===== config.mk =====
export PLATFORM = sky130hd
export DESIGN_NAME = iterative_wavefolder
export DESIGN_NICKNAME = d
export VERILOG_FILES = /design/src/sv/iwf_pkg.sv /design/src/sv/iwf_seq.sv /design/src/sv/iterative_wavefolder.sv
export SDC_FILE = /design/constraint.sdc
export NUM_CORES = 2
export LEC_CHECK = 0
export ABC_AREA = 1
export BUFFER_PORTS_ARGS = -buffer_cell sky130_fd_sc_hd__clkbuf_2
export CAP_MARGIN = 20
export CORE_UTILIZATION = 60
export CTS_CLUSTER_DIAMETER = 150
export DETAILED_ROUTE_END_ITERATION = 7
export PLACE_DENSITY_LB_ADDON = 0.05
export SYNTH_ARGS = -nofsm -noshare
export SYNTH_HDL_FRONTEND = slang
export SYNTH_SLANG_ARGS = --single-unit

===== constraint.sdc =====
create_clock -name clk -period 8.4 [get_ports clk]
set_clock_uncertainty 0.05 [all_clocks]
set_input_delay 1.68 -clock clk [delete_from_list [all_inputs] [get_ports clk]]
set_output_delay 1.68 -clock clk [all_outputs]
set_load 0.03 [all_outputs]

===== src/sv/iwf_pkg.sv =====
package iwf_pkg;

    localparam int SAMPLE_BITS = 16;
    localparam int MAX_PASSES  = 100;
    localparam int CNT_W       = $clog2(MAX_PASSES + 1);
    localparam int PC_W        = 4;
    localparam int X_W         = 42;

    localparam logic [15:0] GAIN_KNOB_RST = 16'd819;
    localparam logic [15:0] FOLD_KNOB_RST = 16'd0;

    localparam logic CFG_GAIN_KNOB = 1'b0;
    localparam logic CFG_FOLD_KNOB = 1'b1;

    // voltages q.11, gains q.12
    localparam logic signed [16:0]    CV_LO    = -17'sd4;
    localparam logic signed [X_W-1:0] X_RAIL   = 42'sd10240;
    localparam logic signed [43:0]    X_RAIL_W = 44'sd10240;
    localparam logic signed [43:0]    X_SAT_W  = 44'sd1099511627776;
    localparam logic [22:0]           OD_RAIL  = 23'd10240;
    localparam logic [24:0]           OD_D_CAP = 25'd261326;
    localparam logic [20:0]           OD_N_CAP = 21'd1306630;
    // reciprocal of 11, scaled by 2^25
    localparam logic [21:0]           RECIP11  = 22'd3050403;
    // reciprocal of 5, scaled by 2^27
    localparam logic [24:0]           RECIP5   = 25'd26843546;
    // floor(2^22 / 5)
    localparam logic [19:0]           K_DIV5   = 20'd838860;
    localparam logic [43:0]           A1_MAX   = 44'd10995116277759;
    localparam logic [56:0]           FOLD_RND = 57'd10240;
    localparam logic [35:0]           SCL_RND  = 36'd2048;

    typedef enum logic [3:0] {
        OP_IDLE,
        OP_MULG,
        OP_SCALE,
        OP_ODN,
        OP_ODM,
        OP_CHKN,
        OP_CHKP,
        OP_M0,
        OP_M1,
        OP_RND,
        OP_D1,
        OP_D2,
        OP_UPD,
        OP_CHKIN,
        OP_EMIT
    } op_t;

    typedef enum logic [2:0] {
        J_NEXT,
        J_WAIT_IN,
        J_WAIT_OUT,
        J_LOW,
        J_NOT_HIGH,
        J_SIDE_NEG,
        J_AGAIN
    } jump_t;

    typedef struct packed {
        op_t             op;
        jump_t           jump;
        logic [PC_W-1:0] target;
    } ctrl_t;

    typedef struct packed {
        logic in_fire;
        logic out_free;
        logic x_low;
        logic x_high;
        logic side_neg;
        logic again;
    } stat_t;

    localparam logic [PC_W-1:0] PC_IDLE  = 4'd0;
    localparam logic [PC_W-1:0] PC_MULG  = 4'd1;
    localparam logic [PC_W-1:0] PC_SCALE = 4'd2;
    localparam logic [PC_W-1:0] PC_ODN   = 4'd3;
    localparam logic [PC_W-1:0] PC_ODM   = 4'd4;
    localparam logic [PC_W-1:0] PC_CHKN  = 4'd5;
    localparam logic [PC_W-1:0] PC_CHKP  = 4'd6;
    localparam logic [PC_W-1:0] PC_M0    = 4'd7;
    localparam logic [PC_W-1:0] PC_M1    = 4'd8;
    localparam logic [PC_W-1:0] PC_RND   = 4'd9;
    localparam logic [PC_W-1:0] PC_D1    = 4'd10;
    localparam logic [PC_W-1:0] PC_D2    = 4'd11;
    localparam logic [PC_W-1:0] PC_UPD   = 4'd12;
    localparam logic [PC_W-1:0] PC_CHKIN = 4'd13;
    localparam logic [PC_W-1:0] PC_EMIT  = 4'd14;

    function automatic ctrl_t ucode(input logic [PC_W-1:0] pc);
        ctrl_t cw;
        cw = '{op: OP_IDLE, jump: J_NEXT, target: PC_IDLE};
        unique case (pc)
            PC_IDLE:  cw = '{op: OP_IDLE,  jump: J_WAIT_IN,  target: PC_IDLE};
            PC_MULG:  cw = '{op: OP_MULG,  jump: J_NEXT,     target: PC_IDLE};
            PC_SCALE: cw = '{op: OP_SCALE, jump: J_NEXT,     target: PC_IDLE};
            PC_ODN:   cw = '{op: OP_ODN,   jump: J_NEXT,     target: PC_IDLE};
            PC_ODM:   cw = '{op: OP_ODM,   jump: J_NEXT,     target: PC_IDLE};
            PC_CHKN:  cw = '{op: OP_CHKN,  jump: J_LOW,      target: PC_M0};
            PC_CHKP:  cw = '{op: OP_CHKP,  jump: J_NOT_HIGH, target: PC_CHKIN};
            PC_M0:    cw = '{op: OP_M0,    jump: J_NEXT,     target: PC_IDLE};
            PC_M1:    cw = '{op: OP_M1,    jump: J_NEXT,     target: PC_IDLE};
            PC_RND:   cw = '{op: OP_RND,   jump: J_NEXT,     target: PC_IDLE};
            PC_D1:    cw = '{op: OP_D1,    jump: J_NEXT,     target: PC_IDLE};
            PC_D2:    cw = '{op: OP_D2,    jump: J_NEXT,     target: PC_IDLE};
            PC_UPD:   cw = '{op: OP_UPD,   jump: J_SIDE_NEG, target: PC_CHKP};
            PC_CHKIN: cw = '{op: OP_CHKIN, jump: J_AGAIN,    target: PC_CHKN};
            PC_EMIT:  cw = '{op: OP_EMIT,  jump: J_WAIT_OUT, target: PC_IDLE};
            default:  cw = '{op: OP_IDLE,  jump: J_NEXT,     target: PC_IDLE};
        endcase
        return cw;
    endfunction

endpackage


===== src/sv/iwf_seq.sv =====
module iwf_seq
(
    input  logic            clk,
    input  logic            rst_n,
    input  iwf_pkg::stat_t  stat,
    output iwf_pkg::ctrl_t  ctrl
);

    logic [iwf_pkg::PC_W-1:0] pc_reg;
    logic [iwf_pkg::PC_W-1:0] pc_next;
    logic [iwf_pkg::PC_W-1:0] pc_inc;

    assign ctrl   = iwf_pkg::ucode(pc_reg);
    assign pc_inc = pc_reg + 1'b1;

    always_comb
    begin
        unique case (ctrl.jump)
            iwf_pkg::J_NEXT:     pc_next = pc_inc;
            iwf_pkg::J_WAIT_IN:  pc_next = stat.in_fire ? pc_inc : pc_reg;
            iwf_pkg::J_WAIT_OUT: pc_next = stat.out_free ? ctrl.target : pc_reg;
            iwf_pkg::J_LOW:      pc_next = stat.x_low ? ctrl.target : pc_inc;
            iwf_pkg::J_NOT_HIGH: pc_next = !stat.x_high ? ctrl.target : pc_inc;
            iwf_pkg::J_SIDE_NEG: pc_next = stat.side_neg ? ctrl.target : pc_inc;
            iwf_pkg::J_AGAIN:    pc_next = stat.again ? ctrl.target : pc_inc;
            default:             pc_next = iwf_pkg::PC_IDLE;
        endcase
    end

    always_ff @(posedge clk or negedge rst_n)
    begin
        if (!rst_n)
        begin
            pc_reg <= iwf_pkg::PC_IDLE;
        end
        else
        begin
            pc_reg <= pc_next;
        end
    end

endmodule


===== src/sv/iterative_wavefolder.sv =====
// iterative wavefolder
// input stream: one item per audio sample with gain and fold control voltages;
// s_axis_tuser flags which control voltages override the knob registers.
// output stream: one item per input item, folded voltage and overdrive level.
// config: cfg_we writes cfg_wdata to knob register cfg_addr (0 gain, 1 fold);
// write only while the block is idle.
// a microcode sequencer steps a shared datapath (one multiplier per step).
// one item is taken at a time: s_axis_tready is high only while the
// sequencer waits at its first step.
// steps from accept to result: gain multiply, scaling and overdrive, then
// passes of range check and fold until the value is in range; a pass holds
// at most two folds and at most 100 passes run. the result is loaded as
// the sequencer returns to its first step, ready for the next item.
// the result sits in an output register; a stall on m_axis_tready holds it
// and the sequencer waits at its last step until the register frees up.
// reset clears the sequencer, empties the output register and loads the
// knobs with gain 0.2 and fold 0.
module iterative_wavefolder
(
    input  logic        clk,
    input  logic        rst_n,
    input  logic        cfg_we,
    input  logic        cfg_addr,
    input  logic [15:0] cfg_wdata,
    input  logic        s_axis_tvalid,
    output logic        s_axis_tready,
    input  logic [47:0] s_axis_tdata,   // sample_in, gain_cv, fold_cv
    input  logic [1:0]  s_axis_tuser,   // gain_cv_active, fold_cv_active
    output logic        m_axis_tvalid,
    input  logic        m_axis_tready,
    output logic [31:0] m_axis_tdata    // folded_out, overdrive_level
);

    iwf_pkg::ctrl_t ctrl;
    iwf_pkg::stat_t stat;

    logic [15:0] gain_knob_reg;
    logic [15:0] fold_knob_reg;

    logic signed [iwf_pkg::SAMPLE_BITS-1:0] s_reg, s_next;
    logic signed [19:0]           g5_reg, g5_next;
    logic                         fneg_reg, fneg_next;
    logic [15:0]                  fmag_reg, fmag_next;
    logic signed [35:0]           prod_reg, prod_next;
    logic signed [iwf_pkg::X_W-1:0] x_reg, x_next;
    logic [20:0]                  n_reg, n_next;
    logic [16:0]                  od_reg, od_next;
    logic [39:0]                  e_reg, e_next;
    logic                         side_neg_reg, side_neg_next;
    logic [55:0]                  acc_reg, acc_next;
    logic [43:0]                  a1_reg, a1_next;
    logic [24:0]                  t_reg, t_next;
    logic [41:0]                  hp_reg, hp_next;
    logic [41:0]                  q_reg, q_next;
    logic [iwf_pkg::CNT_W-1:0]    cnt_reg, cnt_next;
    logic                         out_valid_reg, out_valid_next;
    logic [14:0]                  fo_reg, fo_next;
    logic [16:0]                  odo_reg, odo_next;

    logic               in_fire;
    logic               out_free;
    logic               x_low;
    logic               x_high;
    logic               x_in_range;
    logic               again;
    logic signed [16:0] g_sel;
    logic signed [16:0] f_sel;
    logic signed [19:0] g_ext;
    logic signed [16:0] f_neg;
    logic [35:0]        sc_mag;
    logic [35:0]        sc_rnd;
    logic [41:0]        sc_m;
    logic [41:0]        x_abs;
    logic [24:0]        od_d;
    logic [24:0]        od_n;
    logic [42:0]        od_p;
    logic signed [iwf_pkg::X_W-1:0] e_lo_side;
    logic signed [iwf_pkg::X_W-1:0] e_hi_side;
    logic [19:0]        e_half;
    logic [35:0]        pp;
    logic [56:0]        r_sum;
    logic [44:0]        a1_w;
    logic [21:0]        a1_hi;
    logic [21:0]        a1_lo;
    logic [49:0]        tp;
    logic signed [43:0] q_ext;
    logic signed [43:0] sq;
    logic signed [43:0] xn;

    function automatic logic signed [16:0] pick_ctl
    (
        input logic [15:0]        knob,
        input logic signed [15:0] cv,
        input logic               act
    );
        logic signed [16:0] v;
        v = {cv[15], cv};
        if (!act)
        begin
            v = {1'b0, knob};
        end
        else if (v < iwf_pkg::CV_LO)
        begin
            v = iwf_pkg::CV_LO;
        end
        return v;
    endfunction

    iwf_seq u_seq
    (
        .clk   (clk),
        .rst_n (rst_n),
        .stat  (stat),
        .ctrl  (ctrl)
    );

    assign s_axis_tready = (ctrl.op == iwf_pkg::OP_IDLE);
    assign in_fire       = s_axis_tvalid && s_axis_tready;
    assign out_free      = !out_valid_reg || m_axis_tready;
    assign x_low         = x_reg < -iwf_pkg::X_RAIL;
    assign x_high        = x_reg > iwf_pkg::X_RAIL;
    assign x_in_range    = !x_low && !x_high;
    assign again         = !x_in_range &&
                           (cnt_reg != iwf_pkg::CNT_W'(iwf_pkg::MAX_PASSES - 1));

    assign stat = '{in_fire: in_fire, out_free: out_free, x_low: x_low,
                    x_high: x_high, side_neg: side_neg_reg, again: again};

    assign m_axis_tvalid = out_valid_reg;
    assign m_axis_tdata  = {odo_reg, fo_reg};

    // control selection and scaling
    assign g_sel  = pick_ctl(gain_knob_reg, s_axis_tdata[31:16], s_axis_tuser[0]);
    assign f_sel  = pick_ctl(fold_knob_reg, s_axis_tdata[47:32], s_axis_tuser[1]);
    assign g_ext  = {{3{g_sel[16]}}, g_sel};
    assign f_neg  = -f_sel;
    assign sc_mag = prod_reg[35] ? 36'(-prod_reg) : 36'(prod_reg);
    assign sc_rnd = sc_mag + iwf_pkg::SCL_RND;
    assign sc_m   = {18'd0, sc_rnd[35:12]};

    // overdrive
    assign x_abs = x_reg[iwf_pkg::X_W-1] ? 42'(-x_reg) : 42'(x_reg);
    assign od_d  = {2'd0, x_abs[22:0]} - {2'd0, iwf_pkg::OD_RAIL};
    assign od_n  = (od_d << 2) + od_d + 25'd5;
    assign od_p  = {22'd0, n_reg} * {21'd0, iwf_pkg::RECIP11};

    // fold
    assign e_lo_side = -x_reg - iwf_pkg::X_RAIL;
    assign e_hi_side = x_reg - iwf_pkg::X_RAIL;
    assign e_half    = (ctrl.op == iwf_pkg::OP_M1) ? e_reg[39:20] : e_reg[19:0];
    assign pp        = {16'd0, e_half} * {20'd0, fmag_reg};
    assign r_sum     = {1'b0, acc_reg} + iwf_pkg::FOLD_RND;
    assign a1_w      = r_sum[56:12];
    assign a1_hi     = a1_reg[43:22];
    assign a1_lo     = a1_reg[21:0];
    assign tp        = {25'd0, t_reg} * {25'd0, iwf_pkg::RECIP5};
    assign q_ext     = {2'b00, q_reg};
    assign sq        = fneg_reg ? -q_ext : q_ext;
    assign xn        = side_neg_reg ? (sq - iwf_pkg::X_RAIL_W) : (iwf_pkg::X_RAIL_W - sq);

    always_comb
    begin
        s_next        = s_reg;
        g5_next       = g5_reg;
        fneg_next     = fneg_reg;
        fmag_next     = fmag_reg;
        prod_next     = prod_reg;
        x_next        = x_reg;
        n_next        = n_reg;
        od_next       = od_reg;
        e_next        = e_reg;
        side_neg_next = side_neg_reg;
        acc_next      = acc_reg;
        a1_next       = a1_reg;
        t_next        = t_reg;
        hp_next       = hp_reg;
        q_next        = q_reg;
        cnt_next      = cnt_reg;
        fo_next       = fo_reg;
        odo_next      = odo_reg;
        out_valid_next = out_valid_reg && !m_axis_tready;

        unique case (ctrl.op)
            iwf_pkg::OP_IDLE:
            begin
                if (in_fire)
                begin
                    s_next    = s_axis_tdata[15:0];
                    g5_next   = (g_ext <<< 2) + g_ext;
                    fneg_next = f_sel[16];
                    fmag_next = f_sel[16] ? f_neg[15:0] : f_sel[15:0];
                    cnt_next  = '0;
                end
            end
            iwf_pkg::OP_MULG:
            begin
                prod_next = 36'(s_reg) * 36'(g5_reg);
            end
            iwf_pkg::OP_SCALE:
            begin
                x_next = prod_reg[35] ? $signed(-sc_m) : $signed(sc_m);
            end
            iwf_pkg::OP_ODN:
            begin
                if (x_abs[22:0] <= iwf_pkg::OD_RAIL)
                begin
                    n_next = '0;
                end
                else if (od_d >= iwf_pkg::OD_D_CAP)
                begin
                    n_next = iwf_pkg::OD_N_CAP;
                end
                else
                begin
                    n_next = od_n[20:0];
                end
            end
            iwf_pkg::OP_ODM:
            begin
                od_next = od_p[41:25];
            end
            iwf_pkg::OP_CHKN:
            begin
                e_next        = e_lo_side[39:0];
                side_neg_next = 1'b1;
            end
            iwf_pkg::OP_CHKP:
            begin
                e_next        = e_hi_side[39:0];
                side_neg_next = 1'b0;
            end
            iwf_pkg::OP_M0:
            begin
                acc_next = {20'd0, pp};
            end
            iwf_pkg::OP_M1:
            begin
                acc_next = acc_reg + {pp, 20'd0};
            end
            iwf_pkg::OP_RND:
            begin
                a1_next = (a1_w > {1'b0, iwf_pkg::A1_MAX}) ? iwf_pkg::A1_MAX : a1_w[43:0];
            end
            iwf_pkg::OP_D1:
            begin
                // a1 = hi * 2^22 + lo, and 2^22 = 5 * K_DIV5 + 4
                t_next  = {1'b0, a1_hi, 2'b00} + {3'd0, a1_lo};
                hp_next = {20'd0, a1_hi} * {22'd0, iwf_pkg::K_DIV5};
            end
            iwf_pkg::OP_D2:
            begin
                q_next = hp_reg + {19'd0, tp[49:27]};
            end
            iwf_pkg::OP_UPD:
            begin
                if (xn > iwf_pkg::X_SAT_W)
                begin
                    x_next = iwf_pkg::X_SAT_W[iwf_pkg::X_W-1:0];
                end
                else if (xn < -iwf_pkg::X_SAT_W)
                begin
                    x_next = 42'(-iwf_pkg::X_SAT_W);
                end
                else
                begin
                    x_next = xn[iwf_pkg::X_W-1:0];
                end
            end
            iwf_pkg::OP_CHKIN:
            begin
                if (again)
                begin
                    cnt_next = cnt_reg + 1'b1;
                end
            end
            iwf_pkg::OP_EMIT:
            begin
                if (out_free)
                begin
                    out_valid_next = 1'b1;
                    fo_next        = x_in_range ? x_reg[14:0] : 15'd0;
                    odo_next       = od_reg;
                end
            end
            default:
            begin
                out_valid_next = out_valid_reg && !m_axis_tready;
            end
        endcase
    end

    always_ff @(posedge clk or negedge rst_n)
    begin
        if (!rst_n)
        begin
            gain_knob_reg <= iwf_pkg::GAIN_KNOB_RST;
            fold_knob_reg <= iwf_pkg::FOLD_KNOB_RST;
            out_valid_reg <= 1'b0;
        end
        else
        begin
            out_valid_reg <= out_valid_next;
            if (cfg_we)
            begin
                unique case (cfg_addr)
                    iwf_pkg::CFG_GAIN_KNOB: gain_knob_reg <= cfg_wdata;
                    iwf_pkg::CFG_FOLD_KNOB: fold_knob_reg <= cfg_wdata;
                    default:                gain_knob_reg <= gain_knob_reg;
                endcase
            end
        end
    end

    always_ff @(posedge clk)
    begin
        s_reg        <= s_next;
        g5_reg       <= g5_next;
        fneg_reg     <= fneg_next;
        fmag_reg     <= fmag_next;
        prod_reg     <= prod_next;
        x_reg        <= x_next;
        n_reg        <= n_next;
        od_reg       <= od_next;
        e_reg        <= e_next;
        side_neg_reg <= side_neg_next;
        acc_reg      <= acc_next;
        a1_reg       <= a1_next;
        t_reg        <= t_next;
        hp_reg       <= hp_next;
        q_reg        <= q_next;
        cnt_reg      <= cnt_next;
        fo_reg       <= fo_next;
        odo_reg      <= odo_next;
    end

endmodule

==> flow_summary.toml <==
[run_status]
status = "complete, but fails checks"
violations = "negative setup slack"

[drt]
vias_per_cell = 5.49
drt-total-wl_um = 235000
final_antenna_net_count = 0
drc = 0
drtIter0Drc = 5571
first_pass_iters = 7
num_vias = 66100
wl_per_cell_um = 19.5

[die]
die_area_sq_mm = 0.135
die_height_um = 367
fp-row-count = 133
pin_count = 106
fp.dieW_um = 367
design.core.area_sq_mm = 0.132
start_util_pct = 60.7

[critical_path]
regToRegSetupSlack_ns = -0.005
worst_path_largest_cell_delay_ns = 0.57
cp_max_fo = 7
cp_data_required_time_ns = 8.76
cp_data_arrival_time_ns = 8.77
reg2reg_depth = 42
end_kind = "flop"
crit_path_top_delay_cell = "fa_1"
path_class = "flop to flop"
startpoint_type = "flop"

[placement]
place_congestion = 1.01
port_buffers = 105
dp.cells = 11800
hpwlAfterDp_um = 196000
postPlaceCellArea_sq_mm = 0.0865
place_ws_ns = -0.520

[cells_and_area]
final_cell_area_sq_mm = 0.0917
final_cells = 12000
nNetsFinal = 12400
syn_to_final_growth_pct = 14.6
final_common_cell = "inv_1"
layout-drive-gt1-share_pct = 14.3
largest_reg_flops = 45
final_cell_mix = "inv_1 (2176), nand2_1 (1761), fa_1 (1068)"

[synth]
synth_async_sr_flop_share_pct = 7.68
synth_cells = 9569
synth-edff-count = 445
ys_top_cells_by_area = "fa_1 (27%), edfxtp_1 (17%), ha_1 (15%)"
synth_area_leader_cell = "fa_1"
synthesis.nets = 11700
syn_area_sq_mm = 0.0801
syn_avg_cell_area_sq_um = 8.37
synth_top_area_share_pct = 27.3
ys_seq_elements = 482
synth_ff_type = "edfxtp_1"
synth_cell_types = 76
yosysSeqAreaShare_pct = 17.9
yosysWarnings = 0

[timing]
report.final.slew_viol_count = 0
finalHoldViolCount = 0
rsz0062_at_grt = "true"
setup_violations = 1
timing.fmax_mhz = 119
tns_ns = -0.00467
relSlewSlack_pct = 25.7
tightestPinTransition_ns = 1.10
min_period_over_period_pct = 100
fin_ws_ns = -0.00467
layout_min_cycle_time_ns = 8.40

[global_routing]
use_met2_pct = 55.7
grt_busiest_layer = "met2"
grt_antenna_before_repair = 5
grt_pass1_wl_um = 365000
first_global_vias = 66700
use_met3_pct = 5.73
grt_max_degree = 83
use_met1_pct = 48.7
grtUsageTotal_pct = 34.8
overflow = 0

[cts]
clock-sinks = 482
clock_latency_ns = 0.69
cts_tree = "yes"
root_buffer = "clkbuf_16"
htreeDepth = 2
clock_path_buffers = 3
clk_pin_slew_worst_paths_ns = 0.07
holdBufCountCts = 0
cts_buffers = 57

[job]
maxCapViolations = 0

[min_path]
min-delay-path-class = "flop to flop"
holdPathStages = 0
## cells in the mapped netlist (6+ instances only)
master	instances
nand2_4	6
nand2_1	1819
xnor2_1	111
clkbuf_1	133
a21oi_1	360
a31oi_1	50
a211oi_1	9
nor2_4	7
o21a_1	23
o31ai_1	8
nor2_2	47
buf_2	17
nand3b_1	32
nor2_1	693
o21ai_0	308
dfrtp_1	31
fa_1	1093
or2_2	52
nor4_1	27
edfxtp_1	445
nor3_1	79
buf_1	12
a21o_1	18
o22ai_1	18
inv_1	2244
a21boi_0	21
clkinv_1	10
nand3_2	19
nand4_1	101
nand3_1	345
o211ai_1	18
nand2_2	33
o21ai_1	21
xor2_1	269
dfstp_2	6
ha_1	966
o21bai_1	22
buf_6	7
inv_2	13
o22a_1	9
## repair_timing
item | 4_1_cts | 5_1_grt
setup endpoints to repair | 32 | 44
buffers inserted | 31 | 61
gates cloned | 2 | 1
resized for setup | 174 | 411
pin swaps | 63 | 216
## per-stage QoR
step | utilization, % | hold slack (ns)
detailed placement | 65.5 | 0.356
finish | 69.5 | 0.361
global route | 69.5 | 0.372
floorplan | - | 0.350
global placement | 65.5 | 0.353
CTS | 67.7 | 0.366
## worst max-delay path: cells and delay by family, from the launching register on
kind                     cells  cell delay, ns
AO/OA/AOI/OAI                8            1.29
XOR/XNOR                     1            0.12
adder cells (fa/ha/maj)      9            3.72
buffers and inverters       14            1.56
flip-flops                   1            0.41
AND/OR/NAND/NOR             10            0.94
## per-layer routing
metal / routed length [um] / up-vias
met3: 19800 / 409
met5: 45 / -
met2: 106000 / 2574
met4: 7910 / 6
li1: - / 31000
met1: 100000 / 32000
## area by class of cell
cell class,instances,area [sq um]
Clock buffer,71,1550
Inverter,2268,8550
Timing Repair Buffer,767,5870
Tap cell,1755,2200
Clock inverter,37,364
Fill cell,10600,40200
Multi-Input combinational cell,6647,58900
Antenna cell,4,10.0
Sequential cell,482,14300
## final timing paths
path	start	to
hold reg to reg	od_reg[6]	odo_reg[6]
setup / recovery	u_seq.pc_reg[1]	acc_reg[55]
max in group asynchronous	rst_n	gain_knob_reg[0]
min in group asynchronous	rst_n	u_seq.pc_reg[0]
hold / removal	od_reg[6]	odo_reg[6]
setup reg to reg	u_seq.pc_reg[1]	acc_reg[55]
## cell families after synthesis
| logic type | count (synthesis) | synth area share (%) |
|---|---|---|
| simple gates | 3288 | 17.5 |
| buf+inv | 2440 | 11.5 |
| fa+ha+maj | 2059 | 42.4 |
| compound gates | 917 | 6.43 |
| flops | 482 | 17.9 |
| xor+xnor | 383 | 4.22 |
Power is not shown: default switching activity piles up to over one toggle a cycle in this logic, so the estimate is an artifact.
